## src/design/nbe_pkg.sv

```systemverilog
// Shared types and constants for the nested block extractor.
`timescale 1ns / 1ps
package nbe_pkg;

    localparam int DEPTH_BITS = 16;
    localparam logic [DEPTH_BITS-1:0] DEPTH_ONE = DEPTH_BITS'(1);
    localparam logic [DEPTH_BITS-1:0] DEPTH_MAX = '1;

    // character codes
    localparam logic [7:0] CH_END    = 8'h00;
    localparam logic [7:0] CH_STAR   = 8'h2A;
    localparam logic [7:0] CH_SLASH  = 8'h2F;
    localparam logic [7:0] CH_NL     = 8'h0A;
    localparam logic [7:0] CH_SQUOTE = 8'h27;
    localparam logic [7:0] CH_DQUOTE = 8'h22;

    // scan modes
    localparam logic [2:0] MODE_NORMAL = 3'd0;
    localparam logic [2:0] MODE_SQ     = 3'd1;
    localparam logic [2:0] MODE_DQ     = 3'd2;
    localparam logic [2:0] MODE_BLOCK  = 3'd3;
    localparam logic [2:0] MODE_STAR   = 3'd4;
    localparam logic [2:0] MODE_SLASH  = 3'd5;
    localparam logic [2:0] MODE_LINE   = 3'd6;

    // result status
    localparam logic [1:0] ST_SCAN     = 2'd0;
    localparam logic [1:0] ST_DONE     = 2'd1;
    localparam logic [1:0] ST_UNTERM   = 2'd2;
    localparam logic [1:0] ST_OVERFLOW = 2'd3;

    // configuration register indexes
    localparam logic [1:0] CFG_OPEN  = 2'd0;
    localparam logic [1:0] CFG_CLOSE = 2'd1;
    localparam logic [1:0] CFG_LINE  = 2'd2;

    // results per input beat
    localparam logic [1:0] CNT_NONE = 2'd0;
    localparam logic [1:0] CNT_ONE  = 2'd1;
    localparam logic [1:0] CNT_TWO  = 2'd2;

    localparam int QUEUE_DEPTH = 4;
    localparam int QPTR_BITS   = $clog2(QUEUE_DEPTH);
    localparam int QCNT_BITS   = $clog2(QUEUE_DEPTH + 1);

    typedef struct packed {
        logic [7:0] open_code;
        logic [7:0] close_char;
        logic       line_comments_on;
    } t_cfg;

    typedef struct packed {
        logic [7:0] out_char;
        logic       out_valid;
        logic [1:0] status;
        logic       last;
    } t_res;

    typedef struct packed {
        logic [1:0] count;
        t_res       res0;
        t_res       res1;
    } t_scan_out;

endpackage

```

## src/design/nbe_scan.sv

```systemverilog
// Scan state (mode and depth) and the per-character decision logic.
`timescale 1ns / 1ps
module nbe_scan
    import nbe_pkg::*;
(
    input  logic       i_clk,
    input  logic       i_rst_n,
    input  logic       i_accept,
    input  logic [7:0] i_char,
    input  t_cfg       i_cfg,
    output t_scan_out  o_scan
);

    logic [2:0]            r_mode;
    logic [DEPTH_BITS-1:0] r_depth;
    logic [2:0]            n_mode;
    logic [DEPTH_BITS-1:0] n_depth;
    logic                  do_norm;
    t_scan_out             scan;

    always_comb begin
        n_mode  = r_mode;
        n_depth = r_depth;
        do_norm = 1'b0;
        scan    = '0;
        if (i_char == CH_END) begin
            n_mode     = MODE_NORMAL;
            n_depth    = DEPTH_ONE;
            scan.count = CNT_ONE;
            scan.res0  = '{out_char: 8'h00, out_valid: 1'b0, status: ST_UNTERM, last: 1'b1};
        end else begin
            case (r_mode)
                MODE_BLOCK: begin
                    if (i_char == CH_STAR) n_mode = MODE_STAR;
                end
                MODE_STAR: begin
                    n_mode = (i_char == CH_SLASH) ? MODE_NORMAL : MODE_BLOCK;
                end
                MODE_SQ, MODE_DQ: begin
                    if ((r_mode == MODE_SQ && i_char == CH_SQUOTE) ||
                        (r_mode == MODE_DQ && i_char == CH_DQUOTE)) n_mode = MODE_NORMAL;
                    scan.count = CNT_ONE;
                    scan.res0  = '{out_char: i_char, out_valid: 1'b1, status: ST_SCAN,
                                   last: 1'b1};
                end
                MODE_SLASH: begin
                    if (i_char == CH_STAR) begin
                        n_mode = MODE_BLOCK;
                    end else if (i_cfg.line_comments_on && i_char == CH_SLASH) begin
                        n_mode = MODE_LINE;
                    end else begin
                        // lone slash: emit it, then the next character verbatim
                        n_mode     = MODE_NORMAL;
                        scan.count = CNT_TWO;
                        scan.res0  = '{out_char: CH_SLASH, out_valid: 1'b1, status: ST_SCAN,
                                       last: 1'b0};
                        scan.res1  = '{out_char: i_char, out_valid: 1'b1, status: ST_SCAN,
                                       last: 1'b1};
                    end
                end
                MODE_LINE: begin
                    if (i_char == CH_NL) begin
                        n_mode  = MODE_NORMAL;
                        do_norm = 1'b1;
                    end
                end
                MODE_NORMAL: begin
                    do_norm = 1'b1;
                end
                default: begin
                    n_mode  = MODE_NORMAL;
                    do_norm = 1'b1;
                end
            endcase

            if (do_norm) begin
                scan.count = CNT_ONE;
                scan.res0  = '{out_char: i_char, out_valid: 1'b1, status: ST_SCAN, last: 1'b1};
                if (i_char == i_cfg.close_char) begin
                    if (r_depth <= DEPTH_ONE) begin
                        n_mode    = MODE_NORMAL;
                        n_depth   = DEPTH_ONE;
                        scan.res0 = '{out_char: 8'h00, out_valid: 1'b0, status: ST_DONE,
                                      last: 1'b1};
                    end else begin
                        n_depth = r_depth - DEPTH_ONE;
                    end
                end else if (i_char == i_cfg.open_code) begin
                    if (r_depth == DEPTH_MAX) begin
                        n_mode    = MODE_NORMAL;
                        n_depth   = DEPTH_ONE;
                        scan.res0 = '{out_char: 8'h00, out_valid: 1'b0, status: ST_OVERFLOW,
                                      last: 1'b1};
                    end else begin
                        n_depth = r_depth + DEPTH_ONE;
                    end
                end else if (i_char == CH_SLASH) begin
                    n_mode     = MODE_SLASH;
                    scan.count = CNT_NONE;
                    scan.res0  = '0;
                end else if (i_char == CH_SQUOTE) begin
                    n_mode = MODE_SQ;
                end else if (i_char == CH_DQUOTE) begin
                    n_mode = MODE_DQ;
                end
            end
        end
    end

    always_ff @(posedge i_clk) begin
        if (!i_rst_n) begin
            r_mode  <= MODE_NORMAL;
            r_depth <= DEPTH_ONE;
        end else if (i_accept) begin
            r_mode  <= n_mode;
            r_depth <= n_depth;
        end
    end

    assign o_scan = scan;

endmodule

```

## src/design/nbe_outq.sv

```systemverilog
// Result queue: takes up to two results per cycle, hands out one per beat.
`timescale 1ns / 1ps
module nbe_outq
    import nbe_pkg::*;
(
    input  logic      i_clk,
    input  logic      i_rst_n,
    input  logic      i_push,
    input  t_scan_out i_scan,
    output logic      o_room,
    output logic      o_valid,
    input  logic      i_ready,
    output t_res      o_res
);

    t_res                 r_mem [QUEUE_DEPTH];
    logic [QPTR_BITS-1:0] r_wr;
    logic [QPTR_BITS-1:0] r_rd;
    logic [QCNT_BITS-1:0] r_cnt;
    logic [QPTR_BITS-1:0] n_wr;
    logic [QCNT_BITS-1:0] n_cnt;
    logic [QCNT_BITS-1:0] push_n;
    logic                 pop;

    assign pop    = o_valid && i_ready;
    assign push_n = i_push ? QCNT_BITS'(i_scan.count) : '0;
    assign n_wr   = r_wr + QPTR_BITS'(push_n);
    assign n_cnt  = r_cnt + push_n - QCNT_BITS'(pop);

    always_ff @(posedge i_clk) begin
        if (i_push && i_scan.count != CNT_NONE) r_mem[r_wr] <= i_scan.res0;
        if (i_push && i_scan.count == CNT_TWO) r_mem[r_wr + QPTR_BITS'(1)] <= i_scan.res1;
    end

    always_ff @(posedge i_clk) begin
        if (!i_rst_n) begin
            r_wr  <= '0;
            r_rd  <= '0;
            r_cnt <= '0;
        end else begin
            r_wr  <= n_wr;
            r_cnt <= n_cnt;
            if (pop) r_rd <= r_rd + QPTR_BITS'(1);
        end
    end

    // room for the worst case of two results
    assign o_room  = r_cnt <= QCNT_BITS'(QUEUE_DEPTH - 2);
    assign o_valid = r_cnt != '0;
    assign o_res   = r_mem[r_rd];

endmodule

```

## src/design/nested_block_extractor.sv

```systemverilog
// Top level of the nested block extractor: config registers, scanner, result queue.
`timescale 1ns / 1ps
//
//  channel   handshake              payload                              dir
//  -------   ---------------------  -----------------------------------  ---
//  input     i_valid / o_ready      i_char_in                            in
//  result    o_valid / i_ready      o_out_char o_out_valid o_status      out
//                                   o_last
//  config    i_cfg_valid /          i_cfg_index i_cfg_data               in
//            o_cfg_ready
//
//  One character is taken per cycle while the queue has room. Each beat is
//  decided in the cycle it is accepted and its results are registered into
//  a four-entry result queue; a lone slash yields two results on the
//  following character.
//  Input ready drops while three or more results wait in the queue, so a
//  stalled result side stops intake after three result-bearing beats (two
//  when a slash pair lands); beats that give no result add nothing to the queue.
//  Reset (synchronous, active low) sets depth 1, normal mode, empty queue
//  and the register defaults: open 123, close 125, line comments off.
//  Config beats are always taken; index 3 is ignored.
module nested_block_extractor
    import nbe_pkg::*;
(
    input  logic       i_clk,
    input  logic       i_rst_n,
    // character input
    input  logic       i_valid,
    output logic       o_ready,
    input  logic [7:0] i_char_in,
    // results
    output logic       o_valid,
    input  logic       i_ready,
    output logic [7:0] o_out_char,
    output logic       o_out_valid,
    output logic [1:0] o_status,
    output logic       o_last,
    // configuration
    input  logic       i_cfg_valid,
    output logic       o_cfg_ready,
    input  logic [1:0] i_cfg_index,
    input  logic [7:0] i_cfg_data
);

    t_cfg      r_cfg;
    t_scan_out scan;
    t_res      res;
    logic      room;
    logic      accept;

    // Config registers: to be written only while idle, so no hazard with scanning; the block does not enforce this.
    always_ff @(posedge i_clk) begin
        if (!i_rst_n) begin
            r_cfg.open_code        <= 8'd123;
            r_cfg.close_char       <= 8'd125;
            r_cfg.line_comments_on <= 1'b0;
        end else if (i_cfg_valid) begin
            case (i_cfg_index)
                CFG_OPEN:  r_cfg.open_code        <= i_cfg_data;
                CFG_CLOSE: r_cfg.close_char       <= i_cfg_data;
                CFG_LINE:  r_cfg.line_comments_on <= i_cfg_data[0];
                default:   ;
            endcase
        end
    end

    assign o_cfg_ready = 1'b1;
    assign o_ready     = room;
    assign accept      = i_valid && room;

    nbe_scan u_scan (
        .i_clk    (i_clk),
        .i_rst_n  (i_rst_n),
        .i_accept (accept),
        .i_char   (i_char_in),
        .i_cfg    (r_cfg),
        .o_scan   (scan)
    );

    nbe_outq u_outq (
        .i_clk   (i_clk),
        .i_rst_n (i_rst_n),
        .i_push  (accept),
        .i_scan  (scan),
        .o_room  (room),
        .o_valid (o_valid),
        .i_ready (i_ready),
        .o_res   (res)
    );

    assign o_out_char  = res.out_char;
    assign o_out_valid = res.out_valid;
    assign o_status    = res.status;
    assign o_last      = res.last;

endmodule

```

## config.mk

```make
export PLATFORM = sky130hd
export DESIGN_NAME = nested_block_extractor
export DESIGN_NICKNAME = d
export VERILOG_FILES = /design/src/design/nbe_pkg.sv /design/src/design/nbe_scan.sv /design/src/design/nbe_outq.sv /design/src/design/nested_block_extractor.sv
export SDC_FILE = /design/constraint.sdc
export NUM_CORES = 1
export LEC_CHECK = 0
export ABC_AREA = 1
export BUFFER_PORTS_ARGS = -buffer_cell sky130_fd_sc_hd__buf_2
export CAP_MARGIN = 20
export CORE_AREA = 2 2 109 111
export CTS_BUF_LIST = sky130_fd_sc_hd__clkbuf_4
export DETAILED_ROUTE_END_ITERATION = 6
export DIE_AREA = 0 0 111 113
export PLACE_DENSITY_LB_ADDON = 0.2
export SLEW_MARGIN = 20
export SYNTH_ARGS = -nofsm -noshare
export SYNTH_HDL_FRONTEND = slang
export SYNTH_SLANG_ARGS = --single-unit
```

## constraint.sdc

```tcl
create_clock -name i_clk -period 3.92 [get_ports i_clk]
set_clock_uncertainty 0.1 [all_clocks]
set_input_delay 0.98 -clock i_clk [delete_from_list [all_inputs] [get_ports i_clk]]
set_output_delay 0.98 -clock i_clk [all_outputs]
set_load 0.1 [all_outputs]
```

==> results of run 1 <==
-- per-stage QoR --
step	hold slack [ns]	total power [mW]
4_1_cts	0.381	2.92
6_report	0.378	2.90
3_3_place_gp	0.354	2.37
2_1_floorplan	0.324	2.18
5_1_grt	0.394	3.05
3_5_place_dp	0.360	2.40
-- registers in the layout, summed over array words and instances, names as in the netlist, named ones only --
signal,flops
u_outq.r_wr,2
r_cfg,17
u_scan.r_mode,3
u_outq.r_mem,48
u_scan.r_depth,16
u_outq.r_cnt,3
u_outq.r_rd,2
-- worst register-to-register path, stage by stage, from the launching register on --
cell and delay, ns:
dfxtp_1 0.53, nand3_1 0.17, nand3_2 0.17, nand2_4 0.12, inv_2 0.16, nand2_4 0.10
a21oi_1 0.40, nor2_1 0.13, ha_1 0.23, inv_1 0.07, fa_1 0.41, nor2_1 0.14
-- power by group through the flow --
stage | Combinational (mW) | Clock (mW) | Sequential [mW]
floorplan | 0.998 | 0 | 1.18
global placement | 1.18 | 0 | 1.19
detailed placement | 1.20 | 0 | 1.19
CTS | 1.20 | 0.539 | 1.17
global route | 1.29 | 0.578 | 1.18
finish | 1.20 | 0.522 | 1.17
-- kinds of logic (layout without fill, tap and decap cells) --
logic type / after synthesis / in the layout / share of synthesized area [%]
and+or+nand+nor: 462 / 462 / 33.6
buffers and inverters: 122 / 146 / 9.38
other: 1 / 1 / 0.0612
xor gates and xnor gates: 40 / 40 / 5.72
AOI/OAI and AO/OA: 137 / 137 / 12.5
DFF: 93 / 93 / 36.9
adders and majority gates: 8 / 8 / 1.76
-- worst max path at each step --
stage	start	endpoint	cells after the start
floorplan	register	o_status[0]	4
CTS	register	o_status[1]	5
global route	register	o_status[0]	5
global placement	i_char_in[7]	u_outq.r_cnt[1]	13
detailed placement	i_char_in[7]	u_outq.r_cnt[1]	13
finish	register	o_status[1]	5
-- area by class of cell --
class,instances,area [sq um],area share [%]
multi-input cells,648,3290,51.0
flip-flops and latches,93,2260,35.1
inverters,88,360,5.58
repair buffers,42,225,3.49
well taps,143,179,2.77
clock buffers,9,67.6,1.05
clock inverters,7,66.3,1.03
-- metal layers --
layer	vias to the layer above	track usage, %	wire length, um
li1	2848	-	-
met4	0	9.17	311
met5	-	0	0
met1	2621	32.7	6890
met2	182	42.6	7410
met3	29	4.28	880
-- layout by cell type (no fill, tap or decap), types with 3 or more instances in the layout --
cell / Yosys / routed
inv_2: 9 / 9
o21ai_0: 50 / 50
buf_4: 4 / 6
nand3_4: 5 / 5
clkinv_1: 3 / 3
o211ai_1: 9 / 9
nand2_1: 270 / 270
ha_1: 7 / 7
nand2_2: 13 / 13
xnor2_1: 19 / 19
nor2_1: 84 / 84
o22ai_1: 29 / 29
nor2_4: 3 / 3
clkbuf_4: 1 / 9
nand3_2: 3 / 3
inv_6: 4 / 4
inv_8: 0 / 3
o21ai_1: 5 / 5
inv_1: 69 / 69
xor2_1: 21 / 21
nand3_1: 51 / 51
inv_4: 2 / 3
nor3_1: 7 / 7
buf_2: 11 / 36
clkinv_4: 1 / 4
nand2_4: 5 / 5
dfxtp_1: 53 / 53
nor2_2: 6 / 6
a21oi_1: 40 / 39
a21oi_2: 3 / 4
nand4_1: 10 / 10
edfxtp_1: 40 / 40
==> impl_metrics.csv, run 1 <==
group,metric,value,unit
clocking,cts_resized,0,
timing,fin_setup_tns,0,ns
synthesis,yosys_warnings,0,
clocking,cts_buffers,9,
synthesis,async_flop_share,0,%
synthesis,yosysTopAreaCellShare,19.6,%
final_layout,design_area,6450,sq um
final_layout,stdcell_count,1030,
status,status,"completed",
timing,rsz0062_at_grt,"false",
floorplanning,ioPinCount,38,
pwr,netSwitchingPower,1.39,mW
place,dp_slack,0.265,ns
route,num_vias,5680,
critical_path,critPathKind,"reg2out",
route,drc,0,
critical_path,slowest_stage,"dfxtp_1",
clocking,clock_latency,0.49,ns
critical_path,worstSetupStartpointType,"register",
critical_path,path_common_cell,"a21oi_1",
floorplanning,die_w,111,um
final_layout,antenna_cells,0,
synthesis,yosys_register_bits,93,
flow_run,cap_violations,0,
timing,slew_headroom,50.1,%
timing,min_period_over_period,82.9,%
critical_path,cp.required,2.84,ns
place,placed_cells,1014,
place,gp_congestion,0.952,
critical_path,cp_data_arrival_time,2.17,ns
synthesis,yosysUniqueCellTypes,40,
final_layout,final_util,57.2,%
clocking,clock_path_buffers,2,
critical_path,reg2reg_from,"u_scan.r_mode[2]",
pwr,p_sw_share,47.9,%
min_path,min_path_type,"reg2reg",
floorplanning,die_h,113,um
grt,antenna_found_initial,0,
pwr,ir_drop,527,uV
critical_path,slowest_delay,0.54,ns
synthesis,synthCells,863,
clocking,cts-root-buf,"clkbuf_4",
grt,track_usage,25.2,%
final_layout,fillers,1074,
synthesis,synth.most_common_cell,"nand2_1",
route,drt-initial-drc-count,404,
timing,final.setup.worst_slack,0.670,ns
grt,globalRouteOverflowTotal,0,
synthesis,seq_area_frac_synth,36.9,%
pwr,seq_power_share,40.4,%
critical_path,critPathTopFamily,"buffers and inverters",
place,post_dp_cell_area,6320,sq um
pwr,clkPwrFrac,18.0,%
critical_path,cp-end-kind,"output port",
timing,tightest_slew,0.747,ns
clocking,cts_setup_buffers,0,
clocking,clk_pin_slew,0.16,ns
critical_path,r2r_cells,11,
floorplanning,rows,39,
min_path,whs_path_depth,2,
pwr,p_int,1.51,mW
final_layout,drive_gt1_share,13.2,%
min_path,min_to,"u_outq.r_mem[2][1]",
critical_path,rrSetupSlack,1.13,ns
grt,grt_pass1_wl,25400,um
grt,grt_pass1_vias,5314,
floorplanning,die_area,12500,sq um
pwr,combinationalPowerShare,41.5,%
timing,timing.final.crit_period,3.25,ns
floorplanning,initial_core_util,54.3,%
route,drt_first_pass_iters,7,
timing,finalHoldViolations,0,
synthesis,synth.area.top_cells,"edfxtp_1 20%, dfxtp_1 17%, nand2_1 17%, nor2_1 5.1%, inv_1 4.2%",
synthesis,syn-num-nets,894,
timing,max_freq,308,MHz
synthesis,yosys_most_used_dff,"dfxtp_1",
floorplanning,core,11300,sq um
final_layout,area_delta_synth_final,5.35,%
synthesis,synth_common_cells,"270 x nand2_1, 84 x nor2_1, 69 x inv_1",
critical_path,worstReg2RegEnd,"u_outq.r_cnt[1]",
route,avgRoutedWirePerCell,15.0,um
synthesis,synthesis.area,6120,sq um
pwr,p_leak,2.88,nW
synthesis,syn_avg_cell_area,7.10,sq um
final_layout,nets,913,
critical_path,crit_fanout,14,
min_path,min_from,"u_outq.r_mem[2][1]",
route,via_per_inst,5.51,
place,hpwl,11800,um
place,numPortBuffers,36,
route,postRouteAntennaNets,0,
clocking,h-tree-depth,3,
synthesis,synth_edf_count,40,
synthesis,synth_top_area_cell,"edfxtp_1",
clocking,ctsHoldBuffers,0,
pwr,powerDensity,449,nW/um^2
critical_path,worst-path-buf-inv,2,
grt,grt_max_degree,27,
timing,drv_slew,0,
route,drt_wl_total,15500,um
clocking,cts_tree,"built",
timing,setup_viol,0,
critical_path,crit_chain,"inv_1 -> o21ai_0 -> a21oi_1 -> a21oi_1 -> buf_2",
clocking,cts_sinks,93,
(Power assumes the default switching activity.)
==> run 2, diff against run 1 <==
clock period = 2.95 ns   (was 3.92 ns; I/O delays follow)
==> run 2 against run 1 <==
Clock power grew 38%. Core utilization up 3.4 points. Non-clock buffer count up 32. Total power grew 39%. Worst setup slack lost 0.45 ns. Register-to-register slack lost 0.69 ns. Critical path depth unchanged. Flip-flop and latch count did not move. Final cell count rose by 3.1%. Clock-buffer cell count did not move. Final area up 5.9%. Via count increased by 1.8%. Critical endpoint is now o_status[0].
==> impl_metrics.csv, run 2 (same netlist as run 1, synthesis figures left out) <==
group,metric,value,unit
pwr,ir_drop,636,uV
route,num_vias,5782,
route,drt-initial-drc-count,453,
final_layout,largest_reg_flops,48,
clocking,cts_setup_buffers,0,
clocking,h-tree-depth,3,
flow_run,cap_violations,0,
pwr,powerDensity,589,nW/um^2
critical_path,reg2reg_from,"u_scan.r_mode[2]",
final_layout,area_delta_synth_final,11.6,%
critical_path,cp.required,2.11,ns
critical_path,crit_fanout,14,
floorplanning,die_h,113,um
final_layout,layout_commonest_cell,"nand2_1",
critical_path,worstReg2RegEnd,"u_outq.r_cnt[2]",
min_path,min_to,"r_cfg[15]",
timing,tightest_slew,0.762,ns
clocking,cts_buffers,9,
critical_path,cp-end-kind,"output port",
min_path,whs_path_depth,3,
min_path,min_path_type,"in2reg",
route,via_per_inst,5.44,
grt,grt_pass1_vias,5375,
place,post_dp_cell_area,6670,sq um
floorplanning,rows,39,
place,numPortBuffers,36,
route,drc,0,
final_layout,most-common-layout-cells,"270 x nand2_1, 84 x nor2_1, 68 x inv_1",
floorplanning,ioPinCount,38,
place,hpwl,11800,um
timing,final.setup.worst_slack,0.219,ns
final_layout,design_area,6840,sq um
timing,rsz0062_at_grt,"false",
floorplanning,initial_core_util,54.3,%
route,avgRoutedWirePerCell,14.3,um
grt,grt_pass1_wl,25700,um
place,dp_slack,-0.0293,ns
floorplanning,die_w,111,um
route,drt_first_pass_iters,6,
grt,track_usage,25.1,%
timing,setup_viol,0,
route,postRouteAntennaNets,0,
clocking,cts-root-buf,"clkbuf_4",
grt,antenna_found_initial,0,
critical_path,critPathKind,"reg2out",
grt,grt_max_degree,24,
clocking,clock_path_buffers,2,
final_layout,antenna_cells,0,
floorplanning,core,11300,sq um
critical_path,rrSetupSlack,0.44,ns
timing,max_freq,366,MHz
place,gp_congestion,0.942,
timing,timing.final.crit_period,2.73,ns
status,status,"completed",
grt,globalRouteOverflowTotal,0,
critical_path,worstSetupStartpointType,"register",
clocking,cts_sinks,93,
route,drt_wl_total,15200,um
timing,slew_headroom,49.1,%
timing,finalHoldViolations,0,
clocking,clock_latency,0.49,ns
final_layout,nets,945,
clocking,clk_pin_slew,0.18,ns
critical_path,r2r_cells,12,
floorplanning,die_area,12500,sq um
final_layout,reg_top3,"u_outq.r_mem: 48 flops, r_cfg: 17 flops, u_scan.r_depth: 16 flops",
final_layout,drive_gt1_share,17.8,%
pwr,p_leak,3.07,nW
timing,drv_slew,0,
critical_path,cp_data_arrival_time,1.89,ns
min_path,min_from,"i_cfg_data[6]",
final_layout,top_register,"u_outq.r_mem",
clocking,cts_tree,"built",
timing,min_period_over_period,92.6,%
## run 2: layout make-up
cell class | count | area [sq um]
clock buffer | 9 | 67.6
clock inverter | 7 | 77.6
fill | 1055 | 4440
inverter | 88 | 364
multi-input combinational | 648 | 3370
sequential | 93 | 2260
tap | 143 | 179
timing repair buffer | 74 | 513
## run 2: worst max path at each step
stage                                  to  slack, ns
final                         o_status[0]       0.22
after global routing          o_status[1]       0.06
after detailed placement  u_outq.r_cnt[2]      -0.03
after global placement    u_outq.r_cnt[2]       0.04
after CTS                   o_out_char[2]       0.01
after floorplan           u_outq.r_cnt[2]       0.02
## run 2: routing by layer
| layer | vias up | global-route usage (%) | wire length [um] |
|---|---|---|---|
| met5 | - | 0 | 0 |
| met4 | 0 | 8.75 | 329 |
| met1 | 2653 | 32.8 | 6850 |
| met2 | 182 | 42.5 | 7280 |
| li1 | 2914 | - | - |
| met3 | 33 | 4.02 | 765 |
## run 2: power breakdown
group | switching [mW] | internal (mW)
logic | 1.29 | 0.442
registers | 0.0791 | 1.49
clock network | 0.519 | 0.200
total | 1.89 | 2.14
## run 2: timing repair
action	CTS	global route
hold buffers	0	0
gates resized for setup	1	9
setup endpoints to repair	1	12
gates cloned	0	0
## run 2: through the flow
step | util (%) | power, mW | hold slack, ns | setup TNS, ns | std cells
6_report | 60.6 | 4.03 | 0.356 | 0 | 1062
5_1_grt | 60.6 | 4.25 | 0.331 | 0 | 1062
4_1_cts | 60.5 | 4.03 | 0.340 | 0 | 1062
3_5_place_dp | 59.1 | 3.31 | 0.359 | -0.0293 | 1046
3_3_place_gp | 59.1 | 3.27 | 0.356 | 0 | 1046
2_1_floorplan | - | 2.95 | 0.324 | 0 | 863
## run 2: worst max-delay path, stage by stage (launching register included)
cell and delay, ns:
dfxtp_2 0.49, clkinvlp_4 0.29, o21ai_0 0.16, a21oi_1 0.08, a21oi_2 0.18, buf_12 0.20
==> run 3, diff against run 2 <==
REMOVE_ABC_BUFFERS = 1   (was unset)
==> run 3 against run 2 <==
Worst setup slack worse by 0.0084 ns. Clock power up 2%. Wire length is 0.54% higher. Flip-flop and latch count unchanged. Critical path type unchanged. Worst hold slack better by 0.00093 ns. Core utilization decreased by 0.98 points. Clock-buffer cell count grew 1. Largest cell class unchanged. Via count is 1.2% lower. Register-to-register slack hardly changed.
==> impl_metrics.csv, run 3 (same netlist as run 1, synthesis figures left out) <==
group,metric,value,unit
status,status,"completed",
final_layout,top_register,"u_outq.r_mem",
critical_path,crit_chain,"inv_1 -> o21ai_0 -> o22ai_1 -> buf_4",
route,drt-initial-drc-count,487,
critical_path,reg2reg_from,"u_scan.r_mode[2]",
floorplanning,rows,39,
grt,track_usage,24.9,%
min_path,whs_path_depth,3,
floorplanning,die_w,111,um
floorplanning,die_area,12500,sq um
route,routed.top_layer,"met4",
floorplanning,core,11300,sq um
timing,rsz0062_at_grt,"true",
route,drt_first_pass_iters,5,
route,via_per_inst,5.40,
timing,finalHoldViolations,0,
final_layout,most-common-layout-cells,"270 x nand2_1, 84 x nor2_1, 68 x inv_1",
grt,grt_max_degree,25,
grt,globalRouteOverflowTotal,0,
min_path,min_path_type,"in2reg",
min_path,min_from,"i_cfg_data[3]",
place,gp_congestion,0.970,
critical_path,r2r_cells,12,
route,avgRoutedWirePerCell,14.5,um
clocking,cts_tree,"built",
route,drc,0,
clocking,ctsHoldBuffers,0,
clocking,clock_latency,0.49,ns
route,wl_met3,775,um
clocking,clock_path_buffers,2,
critical_path,rrSetupSlack,0.43,ns
critical_path,critPathKind,"reg2out",
grt,grt_pass1_wl,25500,um
grt,antenna_found_initial,0,
timing,min_period_over_period,92.9,%
final_layout,stdcell_count,1058,
pwr,powerDensity,594,nW/um^2
pwr,ir_drop,471,uV
route,wl_met2,7270,um
min_path,min_to,"r_cfg[4]",
grt,grt_pass1_vias,5369,
clocking,cts_buffers,9,
floorplanning,initial_core_util,54.3,%
floorplanning,ioPinCount,38,
route,postRouteAntennaNets,0,
timing,setup_viol,0,
critical_path,worstReg2RegEnd,"u_outq.r_cnt[2]",
timing,timing.final.crit_period,2.74,ns
pwr,power,4.00,mW
clocking,cts-root-buf,"clkbuf_4",
final_layout,drive_gt1_share,16.0,%
pwr,p_leak,3.02,nW
timing,tightest_slew,0.802,ns
critical_path,slowest_stage,"dfxtp_2",
critical_path,crit_fanout,14,
timing,final.setup.worst_slack,0.211,ns
clocking,clk_pin_slew,0.15,ns
route,drt_wl_total,15300,um
place,numPortBuffers,36,
clocking,cts_sinks,93,
route,drt-met1-wl,6940,um
final_layout,nets,941,
critical_path,worstSetupStartpointType,"register",
critical_path,cp_data_arrival_time,1.90,ns
place,hpwl,11400,um
critical_path,slowest_delay,0.41,ns
critical_path,cp.required,2.11,ns
critical_path,cp-end-kind,"output port",
place,placed_cells,1040,
clocking,h-tree-depth,3,
final_layout,layout_commonest_cell,"nand2_1",
final_layout,reg_top3,"u_outq.r_mem: 48 flops, r_cfg: 17 flops, u_scan.r_depth: 16 flops",
final_layout,antenna_cells,0,
timing,drv_slew,0,
flow_run,cap_violations,0,
timing,max_freq,365,MHz
route,num_vias,5712,
final_layout,largest_reg_flops,48,
timing,slew_headroom,46.5,%
floorplanning,die_h,113,um
place,dp_slack,0.0300,ns
final_layout,area_delta_synth_final,9.81,%
[run 3: changes by cell type in the layout (fill, tap and decap cells not counted), moves of 2 or more]
cell / change
o22ai_2: -10
buf_2: -3
clkbuf_4: -2
a21oi_1: +3
a21oi_2: -2
o22ai_1: +10
clkinv_8: -2
[run 3: worst max-delay path: cells and delay by family, from the launching register on]
kind	cells	cell delay, ns
buffers and inverters	2	0.65
AOI/OAI and AO/OA	2	0.35
DFF	1	0.41
[run 3: per-stage QoR]
step / TNS [ns] / hold slack (ns) / utilization [%] / area (sq um)
floorplan: -61.48 / 0.324 / - / 5910
global placement: 0 / 0.355 / 58.0 / 6540
detailed placement: 0 / 0.359 / 58.0 / 6540
CTS: 0 / 0.340 / 59.5 / 6700
global route: -0.0202 / 0.350 / 59.7 / 6730
finish: 0 / 0.357 / 59.7 / 6730
[run 3: worst max-delay path by stage]
stage                    start               to  slack [ns]  cells past startpoint
2_1_floorplan  u_outq.r_cnt[2]  u_outq.r_cnt[2]       -1.15                     11
4_1_cts               register      o_status[1]       0.008                      5
3_5_place_dp      i_char_in[6]  u_outq.r_cnt[2]        0.03                     15
3_3_place_gp      i_char_in[6]  u_outq.r_cnt[2]        0.06                     15
5_1_grt               register           o_last       -0.02                      4
6_report              register           o_last        0.21                      4
[run 3: cell type report]
cell class,count,area (sq um)
flip-flops and latches,93,2260
clock buffers,10,75.1
repair buffers,69,483
repair inverters,1,7.51
clock inverters,6,63.8
well taps,143,179
multi-input cells,648,3290
fillers,1061,4550
inverters,88,364
[run 3: timing repair]
action	in CTS	in global routing
gates cloned	0	1
gates resized for setup	9	5
setup buffers	0	1
endpoints found under the setup margin	10	7
[run 3: power by group]
group	internal, mW	leakage (nW)	switching [mW]	total, mW
sequential	1.49	0.805	0.0686	1.56
combinational	0.418	2.14	1.29	1.70
clock	0.268	0.0744	0.464	0.732
total	2.18	3.02	1.82	4.00
[run 3: metal layers]
metal,GRT usage [%],vias to the layer above
li1,-,2896
met1,32.8,2587
met2,41.7,200
met3,3.43,29
met4,9.92,0
met5,0,-
